--- config.mk ---
export PLATFORM = sky130hd
export DESIGN_NAME = pd_loop_with_plant_twin
export DESIGN_NICKNAME = d
export VERILOG_FILES = /design/src/hw/rtl/pdt_pkg.sv /design/src/hw/rtl/pdt_rem.sv /design/src/hw/rtl/pdt_dp.sv /design/src/hw/rtl/pdt_ctrl.sv /design/src/hw/rtl/pd_loop_with_plant_twin.sv
export SDC_FILE = /design/constraint.sdc
export NUM_CORES = 2
export LEC_CHECK = 0
export BUFFER_PORTS_ARGS = -buffer_cell sky130_fd_sc_hd__buf_4
export CAP_MARGIN = 10
export CELL_PAD_IN_SITES_DETAIL_PLACEMENT = 2
export CELL_PAD_IN_SITES_GLOBAL_PLACEMENT = 2
export CORE_MARGIN = 4
export CORE_UTILIZATION = 40
export CTS_CLUSTER_SIZE = 12
export DETAILED_ROUTE_END_ITERATION = 7
export GPL_ROUTABILITY_DRIVEN = 0
export GPL_TIMING_DRIVEN = 0
export PLACE_DENSITY = 0.76
export SYNTH_ARGS = -nofsm -noshare
export SYNTH_HDL_FRONTEND = slang
export SYNTH_SLANG_ARGS = --single-unit
--- constraint.sdc ---
create_clock -name i_clk -period 12.4 [get_ports i_clk]
set_input_delay 1.24 -clock i_clk [delete_from_list [all_inputs] [get_ports i_clk]]
set_output_delay 1.24 -clock i_clk [all_outputs]
set_load 0.02 [all_outputs]
--- src/hw/rtl/pdt_pkg.sv ---
package pdt_pkg;

    localparam int FRAC_BITS_DEF = 24;

    localparam int CFG_IDX_W  = 3;
    localparam int CFG_DATA_W = 32;

    // shared multiplier: 34-bit signed operand by 17-bit signed half word
    localparam int OPA_W  = 34;
    localparam int HALF_W = 16;
    localparam int PROD_W = OPA_W + HALF_W + 1;
    localparam int ACC_W  = 66;

    localparam logic [30:0] PROP_GAIN_RST      = 31'd251658240;
    localparam logic [30:0] DERIV_GAIN_RST     = 31'd13421773;
    localparam logic [30:0] ACCEL_GAIN_RST     = 31'd167772160;
    localparam logic [24:0] STEP_TIME_RST      = 25'd16777;
    localparam logic [15:0] PUBLISH_PERIOD_RST = 16'd10;

    typedef struct packed {
        logic               loop_active;
        logic signed [31:0] target_position;
        logic [31:0]        tick_ms;
    } t_in_item;

    typedef struct packed {
        logic signed [25:0] loop_effort;
        logic               saturated;
        logic signed [31:0] plant_position;
        logic signed [31:0] plant_velocity;
        logic [31:0]        stamp_ms;
        logic               publish_now;
    } t_out_item;

    typedef enum logic [CFG_IDX_W-1:0] {
        CFG_PROP_GAIN,
        CFG_DERIV_GAIN,
        CFG_ACCEL_GAIN,
        CFG_STEP_TIME,
        CFG_PUBLISH_PERIOD
    } t_cfg_idx;

    // products in evaluation order
    typedef enum logic [2:0] {
        PR_P,
        PR_D,
        PR_A,
        PR_V,
        PR_X
    } t_prod;

    typedef enum logic [2:0] {
        DP_NOP,
        DP_LOAD,
        DP_MUL_LO,
        DP_MUL_HI,
        DP_ACC,
        DP_FOLD,
        DP_EMIT
    } t_dp_op;

    typedef enum logic [2:0] {
        ST_IDLE,
        ST_MUL_LO,
        ST_MUL_HI,
        ST_ACC,
        ST_FOLD,
        ST_EMIT
    } t_state;

    typedef struct packed {
        t_dp_op op;
        t_prod  prod;
    } t_dp_cmd;

    typedef struct packed {
        logic in_active;
        logic rem_done;
    } t_dp_sts;

    function automatic logic signed [31:0] sat32(input logic signed [ACC_W:0] x);
        logic fits;
        fits = (&x[ACC_W:31]) || (~|x[ACC_W:31]);
        if (fits) begin
            return x[31:0];
        end else if (x[ACC_W]) begin
            return 32'sh8000_0000;
        end else begin
            return 32'sh7fff_ffff;
        end
    endfunction

endpackage

--- src/hw/rtl/pdt_rem.sv ---
module pdt_rem import pdt_pkg::*; (
    input  logic        i_clk,
    input  logic        i_rst_n,
    input  logic        i_start,
    input  logic [31:0] i_dividend,
    input  logic [15:0] i_divisor,
    output logic        o_done,
    output logic        o_zero
);

    // restoring remainder, two dividend bits per cycle
    localparam int STEPS = 16;
    localparam int CNT_W = $clog2(STEPS);

    logic             r_busy;
    logic [CNT_W-1:0] r_cnt;
    logic [31:0]      r_num;
    logic [15:0]      r_rem;
    logic [15:0]      r_div;

    logic [16:0] t1;
    logic [16:0] t2;
    logic [15:0] r1;
    logic [15:0] r2;

    always_comb begin
        t1 = {r_rem, r_num[31]};
        r1 = (t1 >= {1'b0, r_div}) ? 16'(t1 - {1'b0, r_div}) : t1[15:0];
        t2 = {r1, r_num[30]};
        r2 = (t2 >= {1'b0, r_div}) ? 16'(t2 - {1'b0, r_div}) : t2[15:0];
    end

    always_ff @(posedge i_clk) begin
        if (!i_rst_n) begin
            r_busy <= 1'b0;
            r_cnt  <= '0;
        end else if (i_start) begin
            r_busy <= 1'b1;
            r_cnt  <= '0;
        end else if (r_busy) begin
            r_cnt <= r_cnt + 1'b1;
            if (r_cnt == CNT_W'(STEPS - 1)) begin
                r_busy <= 1'b0;
            end
        end
    end

    always_ff @(posedge i_clk) begin
        if (i_start) begin
            r_num <= i_dividend;
            r_rem <= '0;
            r_div <= i_divisor;
        end else if (r_busy) begin
            r_num <= {r_num[29:0], 2'b00};
            r_rem <= r2;
        end
    end

    assign o_done = !r_busy;
    assign o_zero = (r_rem == '0) && (r_div != '0);

endmodule

--- src/hw/rtl/pdt_dp.sv ---
module pdt_dp import pdt_pkg::*; #(
    parameter int FRAC_BITS = FRAC_BITS_DEF
) (
    input  logic                  i_clk,
    input  logic                  i_rst_n,
    input  t_dp_cmd               i_cmd,
    output t_dp_sts               o_sts,
    input  t_in_item              i_in_data,
    input  logic                  i_cfg_we,
    input  logic [CFG_IDX_W-1:0]  i_cfg_index,
    input  logic [CFG_DATA_W-1:0] i_cfg_data,
    output t_out_item             o_out_data
);

    localparam logic signed [ACC_W:0] ONE_WIDE =
        {{(ACC_W - FRAC_BITS){1'b0}}, 1'b1, {FRAC_BITS{1'b0}}};
    localparam logic signed [ACC_W:0] NEG_ONE_WIDE = -ONE_WIDE;
    localparam logic signed [31:0] ONE_EFF =
        {{(31 - FRAC_BITS){1'b0}}, 1'b1, {FRAC_BITS{1'b0}}};
    localparam logic signed [31:0] NEG_ONE_EFF = -ONE_EFF;

    logic [30:0] r_prop;
    logic [30:0] r_deriv;
    logic [30:0] r_accel;
    logic [24:0] r_step;
    logic [15:0] r_period;

    logic signed [31:0] r_pos;
    logic signed [31:0] r_vel;
    logic               r_sat;

    logic signed [31:0]       r_target;
    logic [31:0]              r_tick;
    logic signed [31:0]       r_eff;
    logic signed [31:0]       r_a;
    logic signed [ACC_W-1:0]  r_p;
    logic signed [PROD_W-1:0] r_prod;
    logic signed [ACC_W-1:0]  r_acc;
    t_out_item                r_out;

    logic signed [32:0]       err;
    logic signed [OPA_W-1:0]  opa;
    logic [30:0]              opb;
    logic [HALF_W-1:0]        half;
    logic signed [HALF_W:0]   b_part;
    logic signed [PROD_W-1:0] mul;
    logic signed [ACC_W-1:0]  sh;
    logic signed [ACC_W:0]    diff;
    logic signed [31:0]       base;
    logic signed [ACC_W:0]    wsum;
    logic                     rem_done;
    logic                     rem_zero;

    always_comb begin
        err = 33'(r_target) - 33'(r_pos);
        unique case (i_cmd.prod)
            PR_P: begin
                opa = OPA_W'(err);
                opb = r_prop;
            end
            PR_D: begin
                opa = OPA_W'(r_vel);
                opb = r_deriv;
            end
            PR_A: begin
                opa = OPA_W'(r_eff);
                opb = r_accel;
            end
            PR_V: begin
                opa = OPA_W'(r_a);
                opb = {6'b0, r_step};
            end
            PR_X: begin
                opa = OPA_W'(r_vel);
                opb = {6'b0, r_step};
            end
            default: begin
                opa = '0;
                opb = '0;
            end
        endcase
        half   = (i_cmd.op == DP_MUL_HI) ? {1'b0, opb[30:16]} : opb[15:0];
        b_part = signed'({1'b0, half});
        mul    = opa * b_part;
        sh     = r_acc >>> FRAC_BITS;
        diff   = (ACC_W + 1)'(r_p) - (ACC_W + 1)'(sh);
        base   = (i_cmd.prod == PR_V) ? r_vel : r_pos;
        wsum   = (ACC_W + 1)'(base) + (ACC_W + 1)'(sh);
    end

    always_ff @(posedge i_clk) begin
        if (!i_rst_n) begin
            r_prop   <= PROP_GAIN_RST;
            r_deriv  <= DERIV_GAIN_RST;
            r_accel  <= ACCEL_GAIN_RST;
            r_step   <= STEP_TIME_RST;
            r_period <= PUBLISH_PERIOD_RST;
        end else if (i_cfg_we) begin
            unique case (i_cfg_index)
                CFG_PROP_GAIN:      r_prop   <= i_cfg_data[30:0];
                CFG_DERIV_GAIN:     r_deriv  <= i_cfg_data[30:0];
                CFG_ACCEL_GAIN:     r_accel  <= i_cfg_data[30:0];
                CFG_STEP_TIME:      r_step   <= i_cfg_data[24:0];
                CFG_PUBLISH_PERIOD: r_period <= i_cfg_data[15:0];
                default: ;
            endcase
        end
    end

    // plant state
    always_ff @(posedge i_clk) begin
        if (!i_rst_n) begin
            r_pos <= '0;
            r_vel <= '0;
            r_sat <= 1'b0;
        end else if (i_cmd.op == DP_FOLD) begin
            unique case (i_cmd.prod)
                PR_D: begin
                    r_sat <= (diff > ONE_WIDE) || (diff < NEG_ONE_WIDE);
                end
                PR_V:    r_vel <= sat32(wsum);
                PR_X:    r_pos <= sat32(wsum);
                default: ;
            endcase
        end
    end

    always_ff @(posedge i_clk) begin
        unique case (i_cmd.op)
            DP_LOAD: begin
                r_target <= i_in_data.target_position;
                r_tick   <= i_in_data.tick_ms;
                r_eff    <= '0;
            end
            DP_MUL_LO: begin
                r_prod <= mul;
            end
            DP_MUL_HI: begin
                r_prod <= mul;
                r_acc  <= ACC_W'(r_prod);
            end
            DP_ACC: begin
                r_acc <= r_acc + (ACC_W'(r_prod) <<< HALF_W);
            end
            DP_FOLD: begin
                unique case (i_cmd.prod)
                    PR_P: r_p <= sh;
                    PR_D: begin
                        if (diff > ONE_WIDE) begin
                            r_eff <= ONE_EFF;
                        end else if (diff < NEG_ONE_WIDE) begin
                            r_eff <= NEG_ONE_EFF;
                        end else begin
                            r_eff <= diff[31:0];
                        end
                    end
                    PR_A:    r_a <= sh[31:0];
                    default: ;
                endcase
            end
            DP_EMIT: begin
                r_out.loop_effort    <= r_eff[25:0];
                r_out.saturated      <= r_sat;
                r_out.plant_position <= r_pos;
                r_out.plant_velocity <= r_vel;
                r_out.stamp_ms       <= r_tick;
                r_out.publish_now    <= rem_zero;
            end
            default: ;
        endcase
    end

    pdt_rem u_rem (
        .i_clk      (i_clk),
        .i_rst_n    (i_rst_n),
        .i_start    (i_cmd.op == DP_LOAD),
        .i_dividend (i_in_data.tick_ms),
        .i_divisor  (r_period),
        .o_done     (rem_done),
        .o_zero     (rem_zero)
    );

    assign o_sts.in_active = i_in_data.loop_active;
    assign o_sts.rem_done  = rem_done;
    assign o_out_data      = r_out;

endmodule

--- src/hw/rtl/pdt_ctrl.sv ---
module pdt_ctrl import pdt_pkg::*; (
    input  logic    i_clk,
    input  logic    i_rst_n,
    input  logic    i_in_valid,
    output logic    o_in_stall,
    output logic    o_out_valid,
    input  logic    i_out_stall,
    input  t_dp_sts i_sts,
    output t_dp_cmd o_cmd
);

    t_state r_state;
    t_state n_state;
    t_prod  r_prod;
    t_prod  n_prod;
    logic   r_out_vld;
    logic   n_out_vld;

    always_ff @(posedge i_clk) begin
        if (!i_rst_n) begin
            r_state   <= ST_IDLE;
            r_prod    <= PR_P;
            r_out_vld <= 1'b0;
        end else begin
            r_state   <= n_state;
            r_prod    <= n_prod;
            r_out_vld <= n_out_vld;
        end
    end

    always_comb begin
        n_state    = r_state;
        n_prod     = r_prod;
        n_out_vld  = r_out_vld && i_out_stall;
        o_cmd.op   = DP_NOP;
        o_cmd.prod = r_prod;
        unique case (r_state)
            ST_IDLE: begin
                if (i_in_valid) begin
                    o_cmd.op = DP_LOAD;
                    n_prod   = PR_P;
                    n_state  = i_sts.in_active ? ST_MUL_LO : ST_EMIT;
                end
            end
            ST_MUL_LO: begin
                o_cmd.op = DP_MUL_LO;
                n_state  = ST_MUL_HI;
            end
            ST_MUL_HI: begin
                o_cmd.op = DP_MUL_HI;
                n_state  = ST_ACC;
            end
            ST_ACC: begin
                o_cmd.op = DP_ACC;
                n_state  = ST_FOLD;
            end
            ST_FOLD: begin
                o_cmd.op = DP_FOLD;
                n_state  = ST_MUL_LO;
                unique case (r_prod)
                    PR_P:    n_prod = PR_D;
                    PR_D:    n_prod = PR_A;
                    PR_A:    n_prod = PR_V;
                    PR_V:    n_prod = PR_X;
                    default: n_state = ST_EMIT;
                endcase
            end
            ST_EMIT: begin
                if (i_sts.rem_done && (!r_out_vld || !i_out_stall)) begin
                    o_cmd.op  = DP_EMIT;
                    n_out_vld = 1'b1;
                    n_state   = ST_IDLE;
                end
            end
            default: n_state = ST_IDLE;
        endcase
    end

    assign o_in_stall  = (r_state != ST_IDLE);
    assign o_out_valid = r_out_vld;

endmodule

--- src/hw/rtl/pd_loop_with_plant_twin.sv ---
// channel  direction  handshake              payload
// in       to block   i_in_valid/o_in_stall   t_in_item   (active, target, tick)
// out      from block o_out_valid/i_out_stall t_out_item  (effort, flags, plant, stamp)
// cfg      to block   i_cfg_valid/o_cfg_ready index + 32-bit data, always ready
//
// Active item: five products on one shared 34x17 multiplier, each through low-half
// multiply, high-half multiply, accumulate and fold, between load and emit.
// Inactive item: load then emit, with emit held for the two-bit-per-cycle remainder
// unit for the publish check, which runs alongside; emit also waits on a stalled output.
// One item in flight; the next is taken once the result sits in the output
// register. Synchronous reset loads register defaults and clears the plant.
module pd_loop_with_plant_twin import pdt_pkg::*; #(
    parameter int FRAC_BITS = FRAC_BITS_DEF
) (
    input  logic                  i_clk,
    input  logic                  i_rst_n,
    input  logic                  i_in_valid,
    output logic                  o_in_stall,
    input  t_in_item              i_in_data,
    output logic                  o_out_valid,
    input  logic                  i_out_stall,
    output t_out_item             o_out_data,
    input  logic                  i_cfg_valid,
    output logic                  o_cfg_ready,
    input  logic [CFG_IDX_W-1:0]  i_cfg_index,
    input  logic [CFG_DATA_W-1:0] i_cfg_data
);

    t_dp_cmd cmd;
    t_dp_sts sts;

    assign o_cfg_ready = 1'b1;

    pdt_ctrl u_ctrl (
        .i_clk       (i_clk),
        .i_rst_n     (i_rst_n),
        .i_in_valid  (i_in_valid),
        .o_in_stall  (o_in_stall),
        .o_out_valid (o_out_valid),
        .i_out_stall (i_out_stall),
        .i_sts       (sts),
        .o_cmd       (cmd)
    );

    pdt_dp #(
        .FRAC_BITS (FRAC_BITS)
    ) u_dp (
        .i_clk       (i_clk),
        .i_rst_n     (i_rst_n),
        .i_cmd       (cmd),
        .o_sts       (sts),
        .i_in_data   (i_in_data),
        .i_cfg_we    (i_cfg_valid && o_cfg_ready),
        .i_cfg_index (i_cfg_index),
        .i_cfg_data  (i_cfg_data),
        .o_out_data  (o_out_data)
    );

endmodule
* Word-level counts from Yosys, hierarchy flattened *
Cells that the tools add are included.

storage, ports and cells
  memories = 0
  memory bits (writable) = 0
  register bits after elaboration = 686
  ROM bits = 0
  word-level logic and storage cells = 137
  bits in latches = 0

operators by class
  equality and inequality tests = 24
  bitwise gates (word level) = 1
  shifts and indexed selects = 0
  add/subtract/negate cells = 7
  reduce and logical (&&, ||, !) cells = 40
  divide/modulo/power cells = 0
  multiplexer cells = 31
  order comparisons = 4
  multiply operators = 1

operators with widths
  operator                                                                 number
  32-bit two-way mux                                                       8
  34-bit case mux with 4 select lines                                      1
  66-bit case mux with 2 select lines                                      1
  31-bit case mux with 4 select lines                                      1
  67-bit by 26-bit > comparator with 1-bit output (second input constant)  1
  67-bit by 25-bit < comparator with 1-bit output (second input constant)  1
  66-bit adder                                                             1
  32-bit case mux with 2 select lines                                      1
  34-bit by 17-bit multiplier with 51-bit output                           1
  16-bit two-way mux                                                       3
  32-bit by 42-bit adder with 43-bit output                                1
  42-bit by 42-bit subtractor with 43-bit output                           1
  3-bit case mux with 6 select lines                                       2
  36-bit AND reduction                                                     1
  36-bit OR reduction                                                      1
  17-bit by 16-bit greater-or-equal comparator with 1-bit output           2
  32-bit by 32-bit subtractor with 33-bit output                           1
  16-bit subtractor                                                        2
  3-bit by 2-bit equality test with 1-bit output (second input constant)   8
  2-bit AND reduction                                                      12
  3-bit equality test (second input constant)                              7
  3-bit two-way mux                                                        6
  16-bit zero test                                                         1
  16-bit nonzero test                                                      1
  19 further kinds                                                         43

* Depth between registers and ports, before layout *
  depth after elaboration = 8
  depth in mapped cells = 41
  depth with buffers taken out = 39

* Modules after synthesis *
From an unflattened synthesis, not the netlist that was laid out.

second synthesis, totals
  cell total of the unflattened synthesis = 5992
  area total of the unflattened synthesis = 56287.7 um2

modules (own cells, without submodules)
  module                   cells each  instances  seq. area each (um2)  area each (um2)
  pdt_dp                   5489        1          15845.2               51102.8
  pdt_rem                  447         1          1861.8                4732.0
  pdt_ctrl                 54          1          140.1                 441.7
  pd_loop_with_plant_twin  2           1          0.0                   11.3

* Least setup slack after synthesis *
No wires, ideal clock.

  path type = flip-flop to flip-flop
  start point = register u_ctrl.r_state[1]
  end point = register u_dp.r_prod[44] (data pin)
  data required time = 12.138 ns
  period minus slack after synthesis = 10.479 ns
  cell stages (with the launch flop) = 36
  path slack = 1.921 ns
  data arrival time = 10.217 ns
  cell sequence = dfxtp_1 > clkbuf_1 > nor2b_1 > nor2b_1 > clkbuf_1 > clkbuf_1 > a31oi_1 > nand3_1 > and3_1 > clkbuf_1 > clkbuf_1 > nand2_1 > fa_1 > inv_1 > fa_1 > inv_1 > fa_1 > inv_1 > fa_1 > inv_1 > fa_1 > inv_1 > fa_1 > ha_1 > nand3_1 > nor2_1 > o31a_1 > a311o_1 > nand3_1 > a31oi_1 > a211o_1 > a31oi_1 > o21ai_0 > a21oi_1 > o21bai_1 > xor2_1

between the ends
  longest elaborated chain between the ends = 5
  elaborated cells on any way between the ends = 10
  those cells by class = 1 x mul; 6 x eq/ne; 2 x mux; 1 x reduce/logical

RTL lines
  item                                                RTL line        RTL
  start: declaration                                  pdt_ctrl.sv:12  t_state r_state;
  start signal: assignment                            pdt_ctrl.sv:25  r_state <= n_state;
  3-bit equality test, or another cell as far along   pdt_ctrl.sv:37  unique case (r_state)
  3-bit case mux with 6 select lines (*)              pdt_ctrl.sv:37
  3-bit by 2-bit equality test with 1-bit output (*)  pdt_dp.sv:82    half = (i_cmd.op == DP_MUL_HI) ? {1'b0, opb[30:16]} : opb[15:0];
  16-bit two-way mux (*)                              pdt_dp.sv:82
  34-bit by 17-bit multiplier with 51-bit output (*)  pdt_dp.sv:84    mul = opa * b_part;
  named net u_dp.mul[44]                              pdt_dp.sv:46    logic signed [PROD_W-1:0] mul;
  end signal: assignment                              pdt_dp.sv:136   r_prod <= mul;
  end signal: assignment                              pdt_dp.sv:139   r_prod <= mul;
  end: declaration                                    pdt_dp.sv:37    logic signed [PROD_W-1:0] r_prod;

Mark *: on every way through the listed nets, which the timed path passes. The rest lies on a longest branch.
A chain may end at the register's enable or synchronous reset.

* Final worst setup path *
  start point = register u_ctrl.r_state[1]
  end point = register u_dp.r_prod[49] (data pin)

The elaborated chain is that of the path after synthesis.

==> run_results.csv <==
group,metric,value,unit
pwr,ir_drop,0.0002179,V
drt,wire_per_inst,27.63,um
floorplanning,num_io_pins,232,
pwr,clkPwrFrac,17.5,%
worst_setup_path,critPathCaptureType,"flop",
worst_setup_path,critPathKind,"flop to flop",
finish,multi_input_area,33040,um^2
worst_setup_path,worstReg2RegEnd,"u_dp.r_prod[49]",
floorplanning,die_area,142500,um^2
synth,syn_area,54610,um^2
synth,synthArstFlopShare,0,%
pwr,p_leak,26.14,nW
drt,drtPass1Iterations,6,
synth,synth_top_area_share,24.36,%
floorplanning,start_util,40.31,%
synth,synth_edf_count,443,
min_path,min_to,"u_dp.o_out_data[19]",
synth,syn_nets,6657,
floorplanning,rows,135,
finish,post-route-util,45.54,%
synth,syn_avg_cell_area,9.546,um^2
placed_design,portBuffers,228,
finish,areaGrowthSynthToFinish,12.96,%
sta,timing.final.crit_share,95.34,%
floorplanning,die_w,377.5,um
grt,grt_pass1_wl,325.0,mm
worst_setup_path,r2r_start,"u_ctrl.r_state[1]",
grt,antenna_found_initial,13,
clock_tree,cts.sinks,670,
clock_tree,cts_tree,"yes",
drt,ant_nets,0,
finish,final_cells,7915,
worst_setup_path,worstRegToRegCells,35,
pwr,p_switching,0.006416,W
clock_tree,clk_pin_slew_worst_paths,0.06,ns
sta,fmax,0.08458,GHz
sta,maxSlewViolCount,0,
sta,tightest_slew,1.347,ns
clock_tree,htreeDepth,3,
pwr,switching_share,47.12,%
synth,synth.top_cells.by_area,"edfxtp_1 24%, fa_1 19%, dfxtp_1 8.3%",
placed_design,dp.cells,7758,
grt,grt_util_all_layers,30.41,%
min_path,hold_depth,0,
synth,ys_types,98,
worst_setup_path,crit_path_max_incr_delay,0.87,ns
worst_setup_path,cp_data_required_time,12.81,ns
clock_tree,root_buffer,"clkbuf_16",
grt,grt_max_degree,52,
clock_tree,numCtsBuffers,79,
job,drv_cap,0,
synth,ys_ff_latch,670,
sta,grt_setup_unrepaired,"false",
finish,regArea,17850,um^2
sta,slew_headroom,9.565,%
worst_setup_path,crit_slowest_cell,"clkbuf_1",
floorplanning,dieHeight,377.5,um
finish,nFillCells,14520,
placed_design,hpwl,176.4,mm
drt,drtIter0Drc,2950,
pwr,total_power,0.01362,W
pwr,sequentialPowerShare,22.9,%
pwr,p_int,0.007200,W
pwr,power_density,220.7,nW/um^2
synth,synthTopCellsByCount,"909 x nand2_1, 733 x inv_1, 513 x fa_1, 443 x edfxtp_1, 318 x ha_1",
outcome,status,"finished, final reports clean",
grt,overflow,0,
clock_tree,cts_resized,0,
clock_tree,cts_buffer_depth,3,
clock_tree,ctsHoldBuffers,0,
drt,wirelength,218.7,mm
min_path,min_from,"u_dp.r_tick[18]",
synth,syn_inst,5721,
synth,synth_area_leader_cell,"edfxtp_1",
pwr,p_comb_share,59.6,%
worst_setup_path,start_kind,"flop",
synth,ys_seq_area_share,32.68,%
finish,layout.nets,6999,
sta,period_needed,11.82,ns
min_path,hold_class,"flop to flop",
sta,finClkSkew,0.05187,ns
sta,whs,0.4160,ns
drt,vias,45260,
floorplanning,coreArea,135500,um^2
drt,vias_per_cell,5.718,
synth,synth.most_common_cell,"nand2_1",
clock_tree,post_cts_buffers,0,
sta,finalSetupTns,0,ns
drt,drcViolationCount,0,
synth,synthFlopType,"edfxtp_1",
sta,setup_viol,0,
worst_setup_path,r2r_slack,0.58,ns
sta,hold_violations,0,
grt,grt_pass1_vias,50510,
finish,drive_gt1_share,8.325,%
worst_setup_path,cp_max_fo,13,
worst_setup_path,cpMostUsedCell,"fa_1",
clock_tree,clk_latency,0.71,ns
synth,ys_warn_count,0,
worst_setup_path,critPathArrivalTime,12.24,ns
## cell families (layout without fill, tap and decap cells)
family | count (synthesis) | in the layout | share of synthesized area (%)
AO/OA/AOI/OAI | 1140 | 1140 | 13.98
XOR/XNOR | 208 | 208 | 3.336
adder cells (fa/ha/maj) | 831 | 831 | 26.09
buffers and inverters | 996 | 1400 | 7.006
flip-flops | 670 | 670 | 32.68
multiplexers | 117 | 117 | 2.248
other | 1 | 9 | 0.006867
AND/OR/NAND/NOR | 1758 | 1759 | 14.66
## state kept, by name, summed over array words and instances, names as in the netlist, 32 cells and up
signal            cells
u_dp.o_out_data     124
u_dp.r_p             42
u_dp.r_acc           50
u_dp.r_target        32
u_dp.r_tick          32
u_dp.r_vel           32
u_dp.r_eff           32
u_dp.r_pos           32
u_dp.r_prod          51
u_dp.u_rem.r_num     32
u_dp.r_a             32
## metal layers
metal  vias up  wire, um  share of wire, %  track usage [%]
li1      19950         -                 -                -
met1     23740     93150                43            39.45
met2      1242    106300                49            52.45
met3       321     11200               5.1            3.681
met4         6      7953               3.6            10.62
met5         -        37             0.017                0
## worst max path at each step
stage / cells past startpoint / startpoint / slack, ns / endpoint
final: 35 / u_ctrl.r_state[1] / 0.58 / u_dp.r_prod[49]
after global routing: 35 / u_ctrl.r_state[1] / 0.07 / u_dp.r_prod[49]
after CTS: 31 / u_ctrl.r_prod[1] / 0.22 / u_dp.r_prod[43]
after detailed placement: 31 / u_ctrl.r_prod[1] / 0.30 / u_dp.r_prod[43]
after global placement: 35 / u_ctrl.r_state[1] / -2.55 / u_dp.r_prod[49]
after floorplan: 35 / u_ctrl.r_state[1] / 1.92 / u_dp.r_prod[44]
## metrics by stage
| step | setup slack (ns) | instance area, um^2 |
|---|---|---|
| global route | 0.07125 | 61670 |
| CTS | 0.2248 | 61590 |
| finish | 0.5774 | 61690 |
| detailed placement | 0.3042 | 59010 |
| global placement | -2.547 | 58550 |
| floorplan | 1.921 | 54610 |
## placed cells by master (no fill, tap or decap), types with 29 or more instances in the layout
cell type,instances
nand2_1,909
inv_1,733
fa_1,513
edfxtp_1,443
ha_1,318
a21oi_1,289
nor2_1,260
clkbuf_1,248
buf_4,237
dfxtp_1,227
o21ai_0,219
nor2b_1,146
xnor2_1,126
a21boi_0,117
a21o_1,101
nand3_1,91
clkbuf_16,84
xor2_1,82
mux2i_1,72
nor3_1,66
nand2b_1,63
o221a_1,60
nand4_1,46
mux2_2,45
a31oi_1,43
o21bai_1,36
o21a_1,35
and2_1,34
and3_1,30
or3_1,29
## critical path: cells and delay by family, from the launching register on
kind            cells  cell delay (ns)
fa+ha+maj           7             3.61
compound gates      5             1.52
simple gates       12             2.59
flops               1             0.30
xor+xnor            1             0.14
buf+inv            10             3.35
## power groups by stage
stage	sequential [W]	combinational, W	clock [W]
4_1_cts	0.00311	0.00809	0.00242
2_1_floorplan	0.00301	0.00545	0
3_5_place_dp	0.00315	0.00801	0
3_3_place_gp	0.00316	0.00750	0
5_1_grt	0.00313	0.00904	0.00250
6_report	0.00312	0.00812	0.00238
## cell type report
| type | count | share of cell area, % |
|---|---|---|
| clock buffers | 117 | 3.673 |
| diodes | 8 | 0.03245 |
| clock inverters | 27 | 0.5030 |
| plain buffers | 260 | 1.732 |
| repair buffers | 260 | 3.485 |
| multi-input cells | 4056 | 53.55 |
| inverters | 736 | 4.478 |
| well taps | 1781 | 3.612 |
| flip-flops and latches | 670 | 28.93 |
Note: power is estimated with default switching activity, not from simulation.
